<file path="src/rtl/rses_pkg.sv">
// Shared types and constants for the rotary encoder and switch scanner.
package rses_pkg;

  // Bit positions of the sticky flags and of the matching clear strobes
  localparam int FlagUp    = 0;
  localparam int FlagDown  = 1;
  localparam int FlagPress = 2;
  localparam int FlagHold  = 3;
  localparam int FlagPrel  = 4;
  localparam int FlagHrel  = 5;
  localparam int NumFlags  = 6;

  // Configuration register indexes
  localparam logic [7:0] RegScanDivider  = 8'd0;
  localparam logic [7:0] RegHoldThreshold = 8'd1;

  // Reset values of the configuration registers
  localparam logic [7:0]  ScanDividerRst  = 8'd10;
  localparam logic [15:0] HoldThresholdRst = 16'd100;

  // One sampled input item
  typedef struct packed {
    logic [5:0] clear_mask;
    logic       switch_pin;
    logic [1:0] phase_pins;
  } item_t;

  // Configuration seen by the scan logic
  typedef struct packed {
    logic [7:0]  scan_divider;
    logic [15:0] hold_threshold;
  } cfg_t;

endpackage

</file>
<file path="src/rtl/rses_in_stage.sv">
// Input register stage of the scanner: holds one item until the scan stage takes it.
module rses_in_stage (
  input  logic          clk_i,
  input  logic          rst_ni,
  input  logic          in_valid_i,
  output logic          in_ready_o,
  input  rses_pkg::item_t in_item_i,
  output logic          out_valid_o,
  input  logic          out_ready_i,
  output rses_pkg::item_t out_item_o
);

  logic            valid_q, valid_d;
  rses_pkg::item_t item_q;

  // Register is free when empty or being drained this cycle
  assign in_ready_o = !valid_q || out_ready_i;

  always_comb begin
    valid_d = valid_q;
    if (in_ready_o) begin
      valid_d = in_valid_i;
    end
  end

  always_ff @(posedge clk_i or negedge rst_ni) begin
    if (!rst_ni) begin
      valid_q <= 1'b0;
    end else begin
      valid_q <= valid_d;
    end
  end

  // Payload, no reset
  always_ff @(posedge clk_i) begin
    if (in_ready_o && in_valid_i) begin
      item_q <= in_item_i;
    end
  end

  assign out_valid_o = valid_q;
  assign out_item_o  = item_q;

endmodule

</file>
<file path="src/rtl/rses_scan.sv">
// Scan stage: prescaler, switch and encoder state, and the result register.
module rses_scan (
  input  logic            clk_i,
  input  logic            rst_ni,
  input  rses_pkg::cfg_t  cfg_i,
  input  logic            in_valid_i,
  output logic            in_ready_o,
  input  rses_pkg::item_t in_item_i,
  output logic            out_valid_o,
  input  logic            out_ready_i,
  output logic [rses_pkg::NumFlags-1:0] out_flags_o
);

  logic [7:0]  cnt_q, cnt_d, cnt_dec;
  logic [15:0] scans_q, scans_d;
  logic        pmem_q, pmem_d;
  logic        hmem_q, hmem_d;
  logic [1:0]  lphase_q, lphase_d;
  logic        ldir_q, ldir_d;
  logic [rses_pkg::NumFlags-1:0] flags_q, flags_d;
  logic        ovalid_q, ovalid_d;
  logic        advance;
  logic        scan;
  logic        dir;

  assign in_ready_o = !ovalid_q || out_ready_i;
  assign advance    = in_valid_i && in_ready_o;
  assign cnt_dec    = cnt_q - 8'd1;
  assign scan       = (cnt_dec == 8'd0);
  assign dir        = in_item_i.phase_pins[0] ^ lphase_q[1];

  // Next state for one item: clears first, then a scan when the prescaler expires
  always_comb begin
    cnt_d    = cnt_q;
    scans_d  = scans_q;
    pmem_d   = pmem_q;
    hmem_d   = hmem_q;
    lphase_d = lphase_q;
    ldir_d   = ldir_q;
    flags_d  = flags_q;
    if (advance) begin
      flags_d = flags_q & ~in_item_i.clear_mask;
      cnt_d   = cnt_dec;
      if (scan) begin
        cnt_d = cfg_i.scan_divider;
        // Switch: active low
        if (!in_item_i.switch_pin) begin
          if (scans_q < cfg_i.hold_threshold) begin
            scans_d = scans_q + 16'd1;
            if (!pmem_q) begin
              flags_d[rses_pkg::FlagPress] = 1'b1;
            end
            pmem_d = 1'b1;
          end else begin
            if (!hmem_q) begin
              flags_d[rses_pkg::FlagHold] = 1'b1;
            end
            hmem_d = 1'b1;
            flags_d[rses_pkg::FlagPress] = 1'b0;
            pmem_d = 1'b0;
          end
        end else begin
          scans_d = 16'd0;
          flags_d[rses_pkg::FlagPrel] = pmem_q;
          flags_d[rses_pkg::FlagHrel] = hmem_q;
          pmem_d = 1'b0;
          hmem_d = 1'b0;
        end
        // Encoder: step only on return to detent in a steady direction
        if (in_item_i.phase_pins != lphase_q) begin
          if ((dir == ldir_q) && (in_item_i.phase_pins == 2'b00)) begin
            flags_d[rses_pkg::FlagUp]   = !dir;
            flags_d[rses_pkg::FlagDown] = dir;
          end
          ldir_d   = dir;
          lphase_d = in_item_i.phase_pins;
        end
      end
    end
  end

  // Result valid handshake
  always_comb begin
    ovalid_d = ovalid_q;
    if (in_ready_o) begin
      ovalid_d = in_valid_i;
    end
  end

  always_ff @(posedge clk_i or negedge rst_ni) begin
    if (!rst_ni) begin
      cnt_q    <= 8'd1;
      scans_q  <= 16'd0;
      pmem_q   <= 1'b0;
      hmem_q   <= 1'b0;
      lphase_q <= 2'b00;
      ldir_q   <= 1'b0;
      flags_q  <= '0;
      ovalid_q <= 1'b0;
    end else begin
      cnt_q    <= cnt_d;
      scans_q  <= scans_d;
      pmem_q   <= pmem_d;
      hmem_q   <= hmem_d;
      lphase_q <= lphase_d;
      ldir_q   <= ldir_d;
      flags_q  <= flags_d;
      ovalid_q <= ovalid_d;
    end
  end

  assign out_valid_o = ovalid_q;
  assign out_flags_o = flags_q;

  // A stalled result stays offered
  assert property (@(posedge clk_i) disable iff (!rst_ni)
    (ovalid_q && !out_ready_i) |=> ovalid_q)
    else $error("result dropped while stalled");

  // A stalled result keeps the flags and the prescaler unchanged
  assert property (@(posedge clk_i) disable iff (!rst_ni)
    (ovalid_q && !out_ready_i) |=> ($stable(flags_q) && $stable(cnt_q)))
    else $error("state moved while result stalled");

  // A step flag only rises on a scan of an accepted item
  assert property (@(posedge clk_i) disable iff (!rst_ni)
    ($rose(flags_q[rses_pkg::FlagUp]) || $rose(flags_q[rses_pkg::FlagDown]))
      |-> $past(advance && scan))
    else $error("step flag set outside a scan");

  // Release flags only rise on a scan with the switch released
  assert property (@(posedge clk_i) disable iff (!rst_ni)
    ($rose(flags_q[rses_pkg::FlagPrel]) || $rose(flags_q[rses_pkg::FlagHrel]))
      |-> $past(advance && scan && in_item_i.switch_pin))
    else $error("release flag set outside a release scan");

endmodule

</file>
<file path="src/rtl/rotary_encoder_switch_scanner_unit.sv">
// Top level of the rotary encoder and push switch scanner: ports, configuration, stages.
//
// Channel  Direction  Handshake                 Content
// s_axis   in         s_axis_tvalid/tready      one pin sample and clear strobes per item
// m_axis   out        m_axis_tvalid/tready      six sticky flags after that item
// cfg      in         cfg_valid/cfg_ready       register index and write data
//
// One item is accepted every cycle while the result is not stalled; each item
// passes the input register, then the scan logic into the result register.
// Reset sets scan_divider to 10 and hold_threshold to 100, the prescaler to 1
// (first item scans) and clears all flags and switch and encoder state.
// A stalled result stops the scan stage; the input register still takes one item.
// Configuration writes are always ready and take effect at the next scan.
module rotary_encoder_switch_scanner_unit (
  input  logic        clk_i,
  input  logic        rst_ni,
  input  logic        s_axis_tvalid,
  output logic        s_axis_tready,
  // [1:0] phase_pins, [2] switch_pin, [8:3] clear_mask, [15:9] zero
  input  logic [15:0] s_axis_tdata,
  output logic        m_axis_tvalid,
  input  logic        m_axis_tready,
  // [0] step_up, [1] step_down, [2] pressed, [3] held,
  // [4] press_released, [5] hold_released, [7:6] zero
  output logic [7:0]  m_axis_tdata,
  input  logic        cfg_valid_i,
  output logic        cfg_ready_o,
  input  logic [7:0]  cfg_index_i,
  input  logic [15:0] cfg_data_i
);

  rses_pkg::cfg_t  cfg_q;
  rses_pkg::item_t in_item;
  rses_pkg::item_t st_item;
  logic            st_valid, st_ready;
  logic [rses_pkg::NumFlags-1:0] flags;

  // Configuration registers
  assign cfg_ready_o = 1'b1;

  always_ff @(posedge clk_i or negedge rst_ni) begin
    if (!rst_ni) begin
      cfg_q.scan_divider   <= rses_pkg::ScanDividerRst;
      cfg_q.hold_threshold <= rses_pkg::HoldThresholdRst;
    end else if (cfg_valid_i && cfg_ready_o) begin
      case (cfg_index_i)
        rses_pkg::RegScanDivider:   cfg_q.scan_divider   <= cfg_data_i[7:0];
        rses_pkg::RegHoldThreshold: cfg_q.hold_threshold <= cfg_data_i;
        default: ;
      endcase
    end
  end

  // Unpack the input item
  assign in_item.phase_pins = s_axis_tdata[1:0];
  assign in_item.switch_pin = s_axis_tdata[2];
  assign in_item.clear_mask = s_axis_tdata[8:3];

  rses_in_stage u_in_stage (
    .clk_i       (clk_i),
    .rst_ni      (rst_ni),
    .in_valid_i  (s_axis_tvalid),
    .in_ready_o  (s_axis_tready),
    .in_item_i   (in_item),
    .out_valid_o (st_valid),
    .out_ready_i (st_ready),
    .out_item_o  (st_item)
  );

  rses_scan u_scan (
    .clk_i       (clk_i),
    .rst_ni      (rst_ni),
    .cfg_i       (cfg_q),
    .in_valid_i  (st_valid),
    .in_ready_o  (st_ready),
    .in_item_i   (st_item),
    .out_valid_o (m_axis_tvalid),
    .out_ready_i (m_axis_tready),
    .out_flags_o (flags)
  );

  assign m_axis_tdata = {2'b00, flags};

endmodule

</file>
<file path="config.mk">
export PLATFORM = sky130hd
export DESIGN_NAME = rotary_encoder_switch_scanner_unit
export DESIGN_NICKNAME = d
export VERILOG_FILES = /design/src/rtl/rses_pkg.sv /design/src/rtl/rses_in_stage.sv /design/src/rtl/rses_scan.sv /design/src/rtl/rotary_encoder_switch_scanner_unit.sv
export SDC_FILE = /design/constraint.sdc
export NUM_CORES = 1
export LEC_CHECK = 0
export BUFFER_PORTS_ARGS = -buffer_cell sky130_fd_sc_hd__buf_2
export CAP_MARGIN = 30
export CORE_ASPECT_RATIO = 1.2
export CORE_MARGIN = 2
export CORE_UTILIZATION = 50
export CTS_CLUSTER_DIAMETER = 30
export CTS_CLUSTER_SIZE = 25
export DETAILED_ROUTE_END_ITERATION = 10
export GPL_TIMING_DRIVEN = 1
export PLACE_DENSITY = 0.73
export SLEW_MARGIN = 20
export SYNTH_ARGS = -nofsm -noshare
export SYNTH_HDL_FRONTEND = slang
export SYNTH_SLANG_ARGS = --single-unit
</file>
<file path="constraint.sdc">
create_clock -name clk_i -period 4.4 [get_ports clk_i]
set_clock_uncertainty 0.05 [all_clocks]
set_input_delay 0.66 -clock clk_i [delete_from_list [all_inputs] [get_ports clk_i]]
set_output_delay 0.66 -clock clk_i [all_outputs]
set_load 0.02 [all_outputs]
</file>
==> run summary, run 1 <==
layout cells sized above 1 -> 0.248
top_reg_cell synth -> dfrtp_1
family with the most delay on the worst path -> simple AND/OR/NAND/NOR gates
syn avg cell area -> 10.3 sq um
Clock Path Buffers -> 2
# diodes -> 0
Setup crit end kind -> register
port bufs -> 45
sequential area share after synthesis -> 0.479
number of synthesis warnings -> 0
CTS H-tree depth -> 3
first-pass GRT wire length -> 13.8 mm
reg-to-reg critical path startpoint -> u_scan.cnt_q[1]
Hold Fails Final Rpt -> 0
Starting Density -> 0.518
CP startpoint kind -> register
Syn Inst Count -> 367
synth top area cells -> dfrtp_1, edfxtp_1, mux2_2, ha_1, dfstp_2
Design Power -> 1.54 mW
die area -> 8250 sq um
P&R area growth vs syn -> 12.7%
Required @ worst endpoint -> 4640 ps
Post-Place Setup Slack -> 1390 ps
status -> finished, final reports clean
total gr overflow -> 0
Routed WL per cell -> 15.7 um
post-CTS setup buffer count -> 0
CTS buffer count -> 9
Worst Path Max Fanout -> 24
Clk Latency, worst-skew pair -> 350 ps
fin cells -> 506
layout net count -> 474
# IOs -> 56
core box area -> 7270 sq um
Antenna Nets Post-Route -> 0
setup ws final -> 1380 ps
setup TNS -> 0 ps
Post-synth EDFFs -> 9
CP peak stage delay -> 560 ps
cell leakage power -> 1.89 nW
RSZ-0062 raised after global routing -> false
DP Area -> 4040 sq um
R2R setup slack -> 1380 ps
final core occ -> 0.584
Clock Tree Root -> clkbuf_8
Slew HR -> 0.451
Num Clock Sinks -> 70
drt total wl -> 7.97 mm
fill count -> 643
TritonCTS clock tree -> done
Worst Path Buf+Inv -> 1
VDD IR max -> 0.000301 V
1st-iter DRT viols -> 109
largest net degree at the start of global routing -> 62
Final Max Slew Viols -> 0
hpwl dp -> 5.73 mm
Vias -> 2,908
Synth cell types -> 56
reg-to-reg endpoint -> u_scan.scans_q[5]
crit path max-delay cell type -> nand4b_2
final worst-path cycle share -> 0.687
FF+latch count, synth -> 70
Max Cap Viol -> 0
final setup vio count -> 0
gpl congestion -> 0.784
initial antenna violation count -> 0
CP arrival -> 3260 ps
post-CTS resize count -> 0
fmax -> 331 MHz
DIE WIDTH -> 83.3 um
vias per cell -> 5.75
GRT Resource Usage Total -> 0.208
post-route cell area -> 4250 sq um
# hold bufs at CTS -> 0
crit path time final -> 3020 ps
Initial DRT Pass Iterations -> 4
crit path kind -> reg -> reg
# DRC -> 0
FFs w/ async S/R, synth -> 0.871
CTS clk-pin slew, worst paths -> 70 ps
vias in the first global route -> 2,987
Hold Slack -> 416 ps
FF-to-FF path depth -> 8
critical path, cell by cell -> inv_1 > ha_1 > or3b_4 > o31ai_4 > nand4b_2 > or3_1 > or3_1 > nand3_1
pwr dens -> 362 nW/um^2
area of the mapped netlist -> 3770 sq um
Post-Place Cells -> 488
Die Ht -> 99.1 um
# rows -> 34
worst min path class -> in -> async
most used cell, CP -> or3_1
Slew @ Worst Pin -> 823 ps
Synth top area share -> 0.365
cell taking the most area after synthesis -> dfrtp_1
layout make-up:
type                    count  area, sq um  share of cell area
flip-flops and latches     70         1800               0.425
multi-input cells         259         1800               0.425
repair buffers             48          253              0.0595
clock buffers               9          124              0.0292
well taps                  90          113              0.0265
inverters                  23         86.3              0.0203
clock inverters             7         65.1              0.0153
worst max path at each step:
stage | startpoint | depth (start not counted) | to | slack [ps]
global placement | cfg_q[6] | 8 | u_scan.scans_q[0] | 1430
floorplan | cfg_q[6] | 9 | u_scan.scans_q[5] | 1790
finish | u_scan.cnt_q[1] | 8 | u_scan.scans_q[5] | 1380
detailed placement | cfg_q[6] | 8 | u_scan.scans_q[0] | 1390
CTS | cfg_q[6] | 8 | u_scan.scans_q[0] | 1330
global route | u_scan.cnt_q[1] | 8 | u_scan.scans_q[1] | 1230
state kept, by name, summed over array words and instances, names as in the netlist:
signal,count
cfg_q,24
u_in_stage.out_item_o,9
u_in_stage.out_valid_o,1
u_scan.cnt_q,8
u_scan.hmem_q,1
u_scan.ldir_q,1
u_scan.lphase_q,2
u_scan.out_flags_o,6
u_scan.out_valid_o,1
u_scan.pmem_q,1
u_scan.scans_q,16
routing by layer:
| metal | track usage | part of all wire | vias to the layer above |
|---|---|---|---|
| li1 | - | - | 1430 |
| met1 | 0.243 | 0.43 | 1407 |
| met2 | 0.373 | 0.51 | 56 |
| met3 | 0.0373 | 0.030 | 15 |
| met4 | 0.0933 | 0.022 | 0 |
| met5 | 0 | 0 | - |
report_power, final:
| part | total [mW] | internal (mW) | switching, mW |
|---|---|---|---|
| Sequential | 0.790 | 0.719 | 0.0708 |
| Clock | 0.502 | 0.257 | 0.245 |
| Combinational | 0.247 | 0.109 | 0.138 |
| Total | 1.54 | 1.09 | 0.454 |
cells in the mapped netlist, types with 4 or more instances:
cell type	n
clkbuf_1	7
ha_1	18
edfxtp_1	9
nand3_1	14
nor2b_1	8
dfstp_2	6
nand4_1	7
a21oi_1	17
nand2_1	27
inv_1	23
mux2_2	23
nor2_1	16
a22o_1	4
nand2b_1	8
dfrtp_1	55
buf_2	5
o21ai_0	23
and4_1	4
nor4_1	8
a22oi_1	4
a21o_1	4
o211ai_1	4
and2_1	4
or3_1	4
nor3_1	12
kinds of logic (layout without fill, tap and decap cells):
logic type	Yosys count	after routing	share of synthesized area
simple gates	135	135	0.202
compound gates	78	78	0.141
flops	70	70	0.479
buf+inv	39	87	0.0438
mux	23	23	0.0687
fa+ha+maj	18	18	0.0597
other cells	2	3	0.00199
xor+xnor	2	2	0.00465
cells in the final DEF, fill, tap and decap left out, types with 12 or more instances in the layout:
cell / Yosys / layout
a21oi_1: 17 / 17
buf_2: 5 / 45
dfrtp_1: 55 / 55
ha_1: 18 / 18
inv_1: 23 / 23
mux2_2: 23 / 23
nand2_1: 27 / 27
nand3_1: 14 / 14
nor2_1: 16 / 16
nor3_1: 12 / 12
o21ai_0: 23 / 23
Note: power is estimated with default switching activity, not from simulation.
==> run 2: changes to the inputs <==
--- a/config.mk
+++ b/config.mk
@@ -14,7 +14,7 @@
 export CTS_CLUSTER_SIZE = 25
 export DETAILED_ROUTE_END_ITERATION = 10
 export GPL_TIMING_DRIVEN = 1
-export PLACE_DENSITY = 0.73
+export PLACE_DENSITY = 0.76
 export SLEW_MARGIN = 20
 export SYNTH_ARGS = -nofsm -noshare
 export SYNTH_HDL_FRONTEND = slang
==> constraint.sdc (replaced) <==
create_clock -name clk_i -period 2.5 [get_ports clk_i]
set_clock_uncertainty 0.05 [all_clocks]
set_input_delay 0.375 -clock clk_i [delete_from_list [all_inputs] [get_ports clk_i]]
set_output_delay 0.375 -clock clk_i [all_outputs]
set_load 0.02 [all_outputs]
==> run summary, run 2 (same netlist as run 1, synthesis figures left out) <==
status -> finished, final reports clean
Storage cell area -> 1800 sq um (unchanged)
gpl congestion -> 0.844 (+7.7%)
layout cells sized above 1 -> 0.333 (+0.0850)
cell leakage power -> 2.05 nW (+8.5%)
# diodes -> 0 (unchanged)
reg-to-reg critical path startpoint -> cfg_q[6]
fill count -> 601 (-6.5%)
CP arrival -> 2690 ps (-570 ps)
CTS H-tree depth -> 3 (unchanged)
largest net degree at the start of global routing -> 37 (-40%)
Die Ht -> 99.1 um (unchanged)
drt total wl -> 8.64 mm (+8.4%)
Hold Slack -> 145 ps (-271 ps)
crit path max-delay cell type -> or4_4
vias per cell -> 5.87 (+2.1%)
Starting Density -> 0.518 (unchanged)
Final Max Slew Viols -> 0 (unchanged)
CP startpoint kind -> register
crit path kind -> reg -> reg
port bufs -> 45 (unchanged)
Num Clock Sinks -> 70 (unchanged)
DIE WIDTH -> 83.3 um (unchanged)
crit path time final -> 2450 ps (-573 ps)
Post-Place Cells -> 513 (+5.1%)
Reg with most FFs -> cfg_q
Worst Path Max Fanout -> 7 (-71%)
# DRC -> 0 (unchanged)
final worst-path cycle share -> 0.979 (+0.293)
layout net count -> 500 (+5.5%)
CTS buffer count -> 9 (unchanged)
P&R area growth vs syn -> 22.5%
Hold Fails Final Rpt -> 0 (unchanged)
Slew HR -> 0.598 (+0.147)
fmax -> 408 MHz (+23%)
Routed WL per cell -> 16.2 um (+3.1%)
total gr overflow -> 0 (unchanged)
GRT Resource Usage Total -> 0.215 (+0.00733)
Hold Path Origin -> s_axis_tdata[0]
core box area -> 7270 sq um (unchanged)
die area -> 8250 sq um (unchanged)
max reg flops -> 24 (unchanged)
Initial DRT Pass Iterations -> 4 (unchanged)
first-pass GRT wire length -> 14.3 mm (+3.9%)
most common cell after layout, fill and taps aside -> dfrtp_1
# IOs -> 56 (unchanged)
Clock Path Buffers -> 2 (unchanged)
hpwl dp -> 6.06 mm (+5.9%)
RSZ-0062 raised after global routing -> true
Antenna Nets Post-Route -> 0 (unchanged)
initial antenna violation count -> 0 (unchanged)
Setup crit end kind -> register
R2R setup slack -> 50 ps (-1330 ps)
CTS clk-pin slew, worst paths -> 80 ps (about the same)
Required @ worst endpoint -> 2740 ps (-1900 ps)
commonest non-fill, non-tap cells in the layout -> dfrtp_1, buf_2, nand2_1
TritonCTS clock tree -> done
Clock Tree Root -> clkbuf_8
vias in the first global route -> 3,165 (+6.0%)
Vias -> 3,121 (+7.3%)
# rows -> 34 (unchanged)
Crit. Startpoint -> cfg_q[6]
multi-input logic area -> 1940 sq um (+7.4%)
fin cells -> 532 (+5.1%)
worst min path class -> in -> reg
VDD IR max -> 0.000623 V (+110%)
Clk Latency, worst-skew pair -> 350 ps (about the same)
Max Cap Viol -> 0 (unchanged)
1st-iter DRT viols -> 131 (+20%)
Slew @ Worst Pin -> 603 ps (-220 ps)
pwr dens -> 635 nW/um^2 (+75%)
CP peak stage delay -> 570 ps (about the same)
final setup vio count -> 0 (unchanged)
critical path, cell by cell -> inv_2 > ha_4 > a21o_1 > a221oi_4 > o2bb2ai_2 > or4_4 > or3_1 > nand3_1
==> run 2: cell count changes in the layout (fill, tap and decap cells not counted), sizes merged <==
cell and change:
clkbuf -1, buf +26, dlygate4sd3 +1, clkinv -1
bufinv +1
==> run 2: per-stage QoR <==
step	util	total power [mW]	setup TNS, ps	worst slack (ps)	instance area (sq um)
finish	0.635	2.93	0	52.0	4620
global placement	0.584	1.86	-49.2	-42.9	4250
CTS	0.618	2.90	-57.8	-23.7	4500
detailed placement	0.584	1.90	-608	-89.6	4250
global route	0.635	3.07	-84.7	-26.4	4620
floorplan	-	1.70	0	4.59	3780
==> run 2: final timing paths <==
path | to | cells past startpoint
max in group asynchronous | u_scan.cnt_q[7] | 3
max reg2reg | u_scan.scans_q[5] | 8
max | u_scan.scans_q[5] | 8
min in group asynchronous | cfg_q[12] | 2
min reg2reg | u_scan.cnt_q[7] | 1
min | u_in_stage.out_item_o[0] | 1
==> run 2: critical path: cells and delay by family, from the launching register on <==
kind	cells	cell delay [ps]
simple gates	3	1000
compound gates	3	540
flops	1	540
buf+inv	1	50
fa+ha+maj	1	210
==> run 2: repair_timing <==
action	4_1_cts	5_1_grt
endpoints found under the hold margin	16	0
pin swaps	3	4
gates resized for setup	7	22
setup endpoints to repair	14	26
gates cloned	0	0
hold buffers	1	0
buffers inserted	0	2
==> run 2: area by class of cell <==
class	count	area share
Multi-Input combinational cell	259	0.420
Inverter	23	0.0187
Clock buffer	9	0.0268
Sequential cell	70	0.391
Timing Repair Buffer	74	0.101
Clock inverter	7	0.0192
Tap cell	90	0.0244
==> run 2: layer usage <==
layer  up-vias  track usage  routed length (um)
met5         -            0                   0
met4         0       0.0883                 206
met3        18       0.0390                 287
met2        82        0.396                4640
met1      1544        0.246                3500
li1       1477            -                   -
==> run 2: where the power goes <==
part	total (mW)	switching, mW	internal (mW)
logic	0.545	0.294	0.251
clock network	1.00	0.449	0.555
registers	1.38	0.117	1.27
total	2.93	0.861	2.07
==> run 3: changes to the inputs <==
--- a/config.mk
+++ b/config.mk
@@ -5,7 +5,6 @@
 export SDC_FILE = /design/constraint.sdc
 export NUM_CORES = 1
 export LEC_CHECK = 0
-export BUFFER_PORTS_ARGS = -buffer_cell sky130_fd_sc_hd__buf_2
 export CAP_MARGIN = 30
 export CORE_ASPECT_RATIO = 1.2
 export CORE_MARGIN = 2
@@ -13,8 +12,9 @@
 export CTS_CLUSTER_DIAMETER = 30
 export CTS_CLUSTER_SIZE = 25
 export DETAILED_ROUTE_END_ITERATION = 10
+export DONT_BUFFER_PORTS = 1
 export GPL_TIMING_DRIVEN = 1
-export PLACE_DENSITY = 0.76
+export PLACE_DENSITY = 0.7
 export SLEW_MARGIN = 20
 export SYNTH_ARGS = -nofsm -noshare
 export SYNTH_HDL_FRONTEND = slang
==> run summary, run 3 (same netlist as run 1, synthesis figures left out) <==
Starting Density -> 0.518 (unchanged)
first-pass GRT wire length -> 13.4 mm (-6.1%)
DP Area -> 4030 sq um (-5.3%)
initial antenna violation count -> 0 (unchanged)
commonest non-fill, non-tap cells in the layout -> dfrtp_1, nand2_1, buf_4
TritonCTS clock tree -> done
crit path max-delay cell type -> or4_4
Hold Slack -> 73.8 ps (-71.5 ps)
gpl congestion -> 0.805 (-4.6%)
max reg flops -> 24 (unchanged)
vias in the first global route -> 2,909 (-8.1%)
Hold Fails Final Rpt -> 0 (unchanged)
Hold EP -> u_in_stage.out_item_o[1]
# rows -> 34 (unchanged)
fmax -> 403 MHz (-1.4%)
Antenna Nets Post-Route -> 0 (unchanged)
critical path, cell by cell -> inv_2 > ha_4 > a21o_1 > a221oi_4 > o2bb2ai_2 > or4_4 > or3_1 > nand3_1
final core occ -> 0.597 (-0.0382)
crit path kind -> reg -> reg
reg-to-reg endpoint -> u_scan.scans_q[5]
1st-iter DRT viols -> 203 (+55%)
core box area -> 7270 sq um (unchanged)
combinational power share -> 0.188 (+0.002)
Initial DRT Pass Iterations -> 4 (unchanged)
largest net degree at the start of global routing -> 62 (+68%)
Required @ worst endpoint -> 2730 ps (about the same)
Routed WL per cell -> 16.6 um (+2.0%)
layout net count -> 454 (-9.2%)
VDD IR max -> 0.000446 V (-28%)
cell leakage power -> 1.85 nW (-10%)
hpwl dp -> 5.83 mm (-3.9%)
most common cell after layout, fill and taps aside -> dfrtp_1
Worst Path Buf+Inv -> 1 (unchanged)
sequential power share -> 0.523 (+0.051)
setup TNS -> 0 ps (unchanged)
DIE WIDTH -> 83.3 um (unchanged)
family with the most delay on the worst path -> simple AND/OR/NAND/NOR gates
net load switching power -> 0.798 mW (-7.3%)
CP peak stage delay -> 610 ps (+40 ps)
setup ws final -> 18.3 ps (-33.7 ps)
Clk Latency, worst-skew pair -> 350 ps (about the same)
pwr dens -> 610 nW/um^2 (-4.0%)
Die Ht -> 99.1 um (unchanged)
Clock Path Buffers -> 2 (unchanged)
R2R setup slack -> 20 ps (-30 ps)
total gr overflow -> 0 (unchanged)
crit path time final -> 2480 ps (+33.7 ps)
# IOs -> 56 (unchanged)
CTS H-tree depth -> 3 (unchanged)
final worst-path cycle share -> 0.993 (+0.0135)
Num Clock Sinks -> 70 (unchanged)
Slew @ Worst Pin -> 560 ps (-42.6 ps)
status -> finished, final reports clean
Max Cap Viol -> 0 (unchanged)
Hold Crit Depth -> 0 (-1)
P&R area growth vs syn -> 15.2%
reg-to-reg critical path startpoint -> cfg_q[6]
FF-to-FF path depth -> 8 (unchanged)
CP Depth -> 8 (unchanged)
CP startpoint kind -> register
Reg with most FFs -> cfg_q
die area -> 8250 sq um (unchanged)
Vias -> 2,865 (-8.2%)
GRT Resource Usage Total -> 0.205 (-0.0103)
port bufs -> 0 (-100%)
final setup vio count -> 0 (unchanged)
Setup crit end kind -> register
CTS clk-pin slew, worst paths -> 70 ps (about the same)
internal power -> 1.85 mW (-11%)
Final Max Slew Viols -> 0 (unchanged)
vias per cell -> 5.90 (+0.49%)
# diodes -> 0 (unchanged)
Clock Tree Root -> clkbuf_8
layout cells sized above 1 -> 0.242 (-0.0902)
worst min path class -> in -> reg
Hold Path Origin -> s_axis_tdata[1]
post-route cell area -> 4340 sq um (-6.0%)
Slew HR -> 0.627 (+0.0284)
Clock Power Share -> 0.288 (-0.054)
fill count -> 610 (+1.5%)
CP arrival -> 2710 ps (+20 ps)
drt total wl -> 8.05 mm (-6.8%)
# DRC -> 0 (unchanged)
Post-Place Setup Slack -> -90.8 ps (-1.13 ps)
RSZ-0062 raised after global routing -> true
switching share of total power -> 0.301 (+0.00794)
Worst Path Max Fanout -> 7 (unchanged)
CTS buffer count -> 9 (unchanged)
-- run 3: cell types whose count changed in the layout (fill, tap and decap cells not counted), sizes merged --
cell | before | now
buf | 73 | 27
bufinv | 2 | 0
clkbuf | 9 | 11
-- run 3: metrics by stage --
step | total power [mW] | std cells
floorplan | 1.70 | 368
global placement | 1.81 | 468
detailed placement | 1.84 | 468
CTS | 2.63 | 486
global route | 2.80 | 486
finish | 2.65 | 486
-- run 3: power groups by stage --
stage | clock network, mW | logic [mW] | registers [mW]
6_report | 0.763 | 0.499 | 1.38
2_1_floorplan | 0 | 0.315 | 1.38
4_1_cts | 0.786 | 0.465 | 1.38
5_1_grt | 0.831 | 0.562 | 1.40
3_5_place_dp | 0 | 0.436 | 1.40
3_3_place_gp | 0 | 0.416 | 1.40
-- run 3: worst max path at each step --
| stage | slack, ps | end | startpoint |
|---|---|---|---|
| finish | 20 | u_scan.scans_q[5] | cfg_q[6] |
| global route | -70 | u_scan.scans_q[3] | cfg_q[5] |
| CTS | 2 | u_scan.scans_q[0] | u_scan.cnt_q[0] |
| detailed placement | -90 | u_scan.scans_q[2] | cfg_q[6] |
| global placement | -40 | u_scan.scans_q[5] | cfg_q[6] |
| floorplan | 5 | u_scan.scans_q[5] | cfg_q[6] |
-- run 3: final cells by class --
type                       count  area (sq um)  area share
clock buffer                  11           131      0.0303
sequential                    70          1800       0.416
clock inverter                 5          26.3     0.00605
inverter                      23          86.3      0.0199
timing repair buffer          28           249      0.0573
multi-input combinational    259          1930       0.445
tap                           90           113      0.0259
-- run 3: routing by layer --
metal  global-route usage  up-vias  wire length (um)
met5                    0        -                 0
met4               0.0908        0               226
met3               0.0407       21               240
met2                0.355       57              4180
met1                0.248     1392              3410
li1                     -     1395                 -
-- run 3: timing repair --
action	4_1_cts	5_1_grt
hold buffers	2	0
setup buffers	0	0
pin swaps	0	3
hold endpoints to repair	61	0
gates resized for setup	4	18
setup endpoints to repair	6	25
